$ cat config.mk
export PLATFORM = sky130hd
export DESIGN_NAME = v3alu_qmul
export DESIGN_NICKNAME = d
export VERILOG_FILES = /design/src/design/v3alu_pkg.sv /design/src/design/v3alu_qmul.sv
export SDC_FILE = /design/constraint.sdc
export NUM_CORES = 2
export LEC_CHECK = 0
export ABC_AREA = 1
export BUFFER_PORTS_ARGS = -buffer_cell sky130_fd_sc_hd__buf_2
export CORE_UTILIZATION = 30
export CTS_BUF_LIST = sky130_fd_sc_hd__clkbuf_4 sky130_fd_sc_hd__clkbuf_8
export DETAILED_ROUTE_END_ITERATION = 16
export SLEW_MARGIN = 30
export SYNTH_ARGS = -nofsm -noshare
export SYNTH_HDL_FRONTEND = slang
export SYNTH_SLANG_ARGS = --single-unit
$ cat constraint.sdc
create_clock -name i_clk -period 11.3 [get_ports i_clk]
set_input_delay 2.26 -clock i_clk [delete_from_list [all_inputs] [get_ports i_clk]]
set_output_delay 2.26 -clock i_clk [all_outputs]
set_load 0.05 [all_outputs]
$ cat src/design/v3alu_pkg.sv
package v3alu_pkg;

    // Operation codes.
    localparam logic [3:0] MODE_ADD    = 4'd0;
    localparam logic [3:0] MODE_SUB    = 4'd1;
    localparam logic [3:0] MODE_SCALE  = 4'd2;
    localparam logic [3:0] MODE_MUL3   = 4'd3;
    localparam logic [3:0] MODE_CROSS  = 4'd4;
    localparam logic [3:0] MODE_DOT    = 4'd5;
    localparam logic [3:0] MODE_LENSQ  = 4'd6;
    localparam logic [3:0] MODE_NEGATE = 4'd7;
    localparam logic [3:0] MODE_MIX    = 4'd8;
    localparam logic [3:0] MODE_EQUALS = 4'd9;

    localparam int Q_SHIFT = 16;
    // 1.0 in Q16.16, widened to the mix operand width.
    localparam logic signed [32:0] Q_ONE = 33'sd65536;

    // A 32 x 33 bit product is 65 bits; after the Q shift 49 bits remain.
    localparam int W_PROD = 65;
    localparam int W_Q    = W_PROD - Q_SHIFT;
    // Room for the sum of three shifted products.
    localparam int W_SUM  = W_Q + 3;

    typedef struct packed {
        logic [3:0]         mode;
        logic signed [31:0] a_x;
        logic signed [31:0] a_y;
        logic signed [31:0] a_z;
        logic signed [31:0] b_x;
        logic signed [31:0] b_y;
        logic signed [31:0] b_z;
        logic signed [31:0] scalar;
    } t_req;

    typedef struct packed {
        logic signed [31:0] result_x;
        logic signed [31:0] result_y;
        logic signed [31:0] result_z;
        logic               equal_flag;
        logic               saturated;
    } t_res;

endpackage

$ cat src/design/v3alu_qmul.sv
module v3alu_qmul
    import v3alu_pkg::*;
(
    input  logic                  i_clk,
    input  logic signed [31:0]    i_a,
    input  logic signed [32:0]    i_b,
    output logic signed [W_Q-1:0] o_q
);

    logic signed [W_PROD-1:0] w_prod;
    logic signed [W_Q-1:0]    r_q;

    assign w_prod = i_a * i_b;

    // Dropping the low bits of a two's complement product rounds toward
    // minus infinity.
    always_ff @(posedge i_clk) begin
        r_q <= w_prod[W_PROD-1:Q_SHIFT];
    end

    assign o_q = r_q;

endmodule

==> flow_summary_export.csv <==
group,metric,value,unit
synth,synth_cell_types,27,
cts,htree_levels,2,
critical_path,crit_family,"adder cells",
cts,cts_made_buffers,5,
worst_hold_path,hold_end,"o_q[26]",
die,start_util,30.4,%
route,wire_per_inst,17.1,µm
cts,cts_hold_buf,0,
route,first_pass_iters,5,
synth,yosysWarnings,0,
synth,async_flop_share,0,%
timing,fin_setup_tns,0,ps
synth,synth_cells,5096,
cts,cts.sinks,49,
timing,period_share,85.4,%
global_route,grt-ovfl-total,0,
cts,post_cts_resized,0,
route,num_vias,30388,
place,gp_congestion,0.950,
die,die_h,368,µm
synth,synth_top_area_cell,"fa_1",
timing,finalHoldViolations,0,
place,io_buffers,114,
critical_path,slowest_delay,680,ps
die,pin_count,115,
timing,rsz0062_at_grt,"false",
die,dieArea,135000,µm²
timing,relSlewSlack,33.2,%
route,drcViolationCount,0,
cts,tritoncts,"built",
cts,path_clk_slew,120,ps
critical_path,end_kind,"flop",
layout,syn2layout_area_growth,5.37,%
critical_path,required,11550,ps
layout,multi_input_area,32000,µm²
synth,ys_seq_area_share,2.45,%
timing,setup_violations,0,
timing,period_needed,9650,ps
timing,drv_slew,0,
layout,drive_gt1_share,2.97,%
synth,synth.top_cell.area_share,55.5,%
layout,largest_reg_flops,49,
global_route,grt_max_degree,34,
cts,cts_root_buffer,"clkbuf_8",
synth,synth_nets,6455,
critical_path,cp_max_fo,33,
worst_hold_path,hold_depth,1,
global_route,grt_pass1_vias,33379,
synth,syn-cell-area,40100,µm²
timing,max_freq,104,MHz
synth,syn_area_per_cell,7.87,µm²
die,die_x,368,µm
critical_path,cpMostUsedCell,"inv_1",
layout,final_nets,6368,
critical_path,critPathKind,"in2reg",
synth,ys.flop_type,"dfxtp_1",
cts,postCtsSetupBuffers,0,
global_route,grtUsageTotal,17.7,%
layout,n_fill_cell,14109,
worst_hold_path,hp-start,"o_q[26]",
critical_path,critPathSlowestCell,"fa_1",
global_route,grt_pass1_wl,187000,µm
place,hpwl,99300,µm
outcome,status,"finished, final reports clean",
route,detail-route-antenna-nets,0,
critical_path,cp-start-kind,"input pin",
critical_path,arrival,9900,ps
worst_hold_path,hp-class,"reg2out",
layout,seqCellArea,981,µm²
route,via_per_inst,4.49,
synth,synth-edff-count,0,
die,coreArea,132000,µm²
run,maxCapViolCount,0,
route,drtIter0Drc,2023,
route,route.final.wire_length,116000,µm
die,rows,133,
cts,cts_buffer_depth,2,
timing,worstMarginPinSlew,1000,ps
critical_path,worst-path-buf-inv,10,
synth,synthTopCellsByArea,"fa_1 55%, inv_1 16%, nand2_1 13%",
synth,synth-seq-cells,49,
global_route,antenna_found_initial,17,
==> layout make-up <==
type                       count  share of cell area (%)
inverter                    1682                    14.9
multi-input combinational   3140                    75.6
tap                         1755                    5.20
antenna                        3                  0.0178
clock inverter                 3                  0.0592
sequential                    49                    2.32
timing repair buffer         131                    1.66
clock buffer                   5                   0.163
==> cell families (layout without fill, tap and decap cells) <==
group	Yosys count	in the layout	synth area share (%)
compound gates	153	153	1.99
xor+xnor	24	24	0.524
fa+ha+maj	1293	1293	61.1
buf+inv	1907	1821	17.9
flops	49	49	2.45
other cells	0	3	0
simple gates	1670	1670	16.1
==> per-layer routing <==
metal | GRT usage (%) | up-vias | wire length (µm)
met3 | 1.23 | 150 | 5130
met5 | 0 | - | 29
met2 | 32.1 | 809 | 60100
li1 | - | 13679 | -
met4 | 4.07 | 4 | 2770
met1 | 23.0 | 15746 | 47800
==> how the worst max path moves through the flow <==
stage,from,end,depth (start not counted)
final,i_a[6],o_q[35],27
after global routing,i_a[6],o_q[35],27
after CTS,i_a[6],o_q[38],25
after detailed placement,i_a[6],o_q[38],25
after global placement,i_a[6],o_q[40],29
after floorplan,i_a[7],o_q[40],30
==> Yosys cell counts, drive strengths merged, types with 5 or more instances <==
| master | number |
|---|---|
| nor3 | 12 |
| ha | 182 |
| nand3 | 53 |
| o21bai | 9 |
| clkbuf | 215 |
| a21oi | 87 |
| o21ai | 53 |
| nor2 | 173 |
| xor2 | 20 |
| nand2 | 1402 |
| or2 | 5 |
| fa | 1111 |
| nor4 | 5 |
| inv | 1682 |
| nand4 | 15 |
| dfxtp | 49 |
| buf | 10 |
==> placed cells by master, fill, tap and decap left out, drive strengths merged <==
cell type	count
nor4	5
clkbuf	5
and2	1
nand4	15
and2b	1
nand2b	1
nand2	1402
dfxtp	49
clkinvlp	1
or2	5
nand3	53
inv	1683
buf	131
clkinv	1
o21ai	53
xnor2	4
a21o	3
a21oi	87
and3	1
ha	182
nand3b	1
fa	1111
nor3	12
xor2	20
o21bai	9
nor2	173
a21boi	1
diode	3
==> stage by stage <==
stage / setup WS [ps] / hold WS (ps) / area, µm² / cells / util (%)
global placement: 1380 / 2730 / 42200 / 6757 / 31.9
global route: 1050 / 3130 / 42300 / 6766 / 32.0
floorplan: 2180 / 2700 / 40100 / 5096 / -
detailed placement: 1260 / 2730 / 42200 / 6757 / 31.9
finish: 1650 / 3100 / 42300 / 6768 / 32.0
CTS: 1600 / 3120 / 42200 / 6765 / 32.0
Power is not shown: default switching activity piles up to over one toggle a cycle in this logic, so the estimate is an artifact.
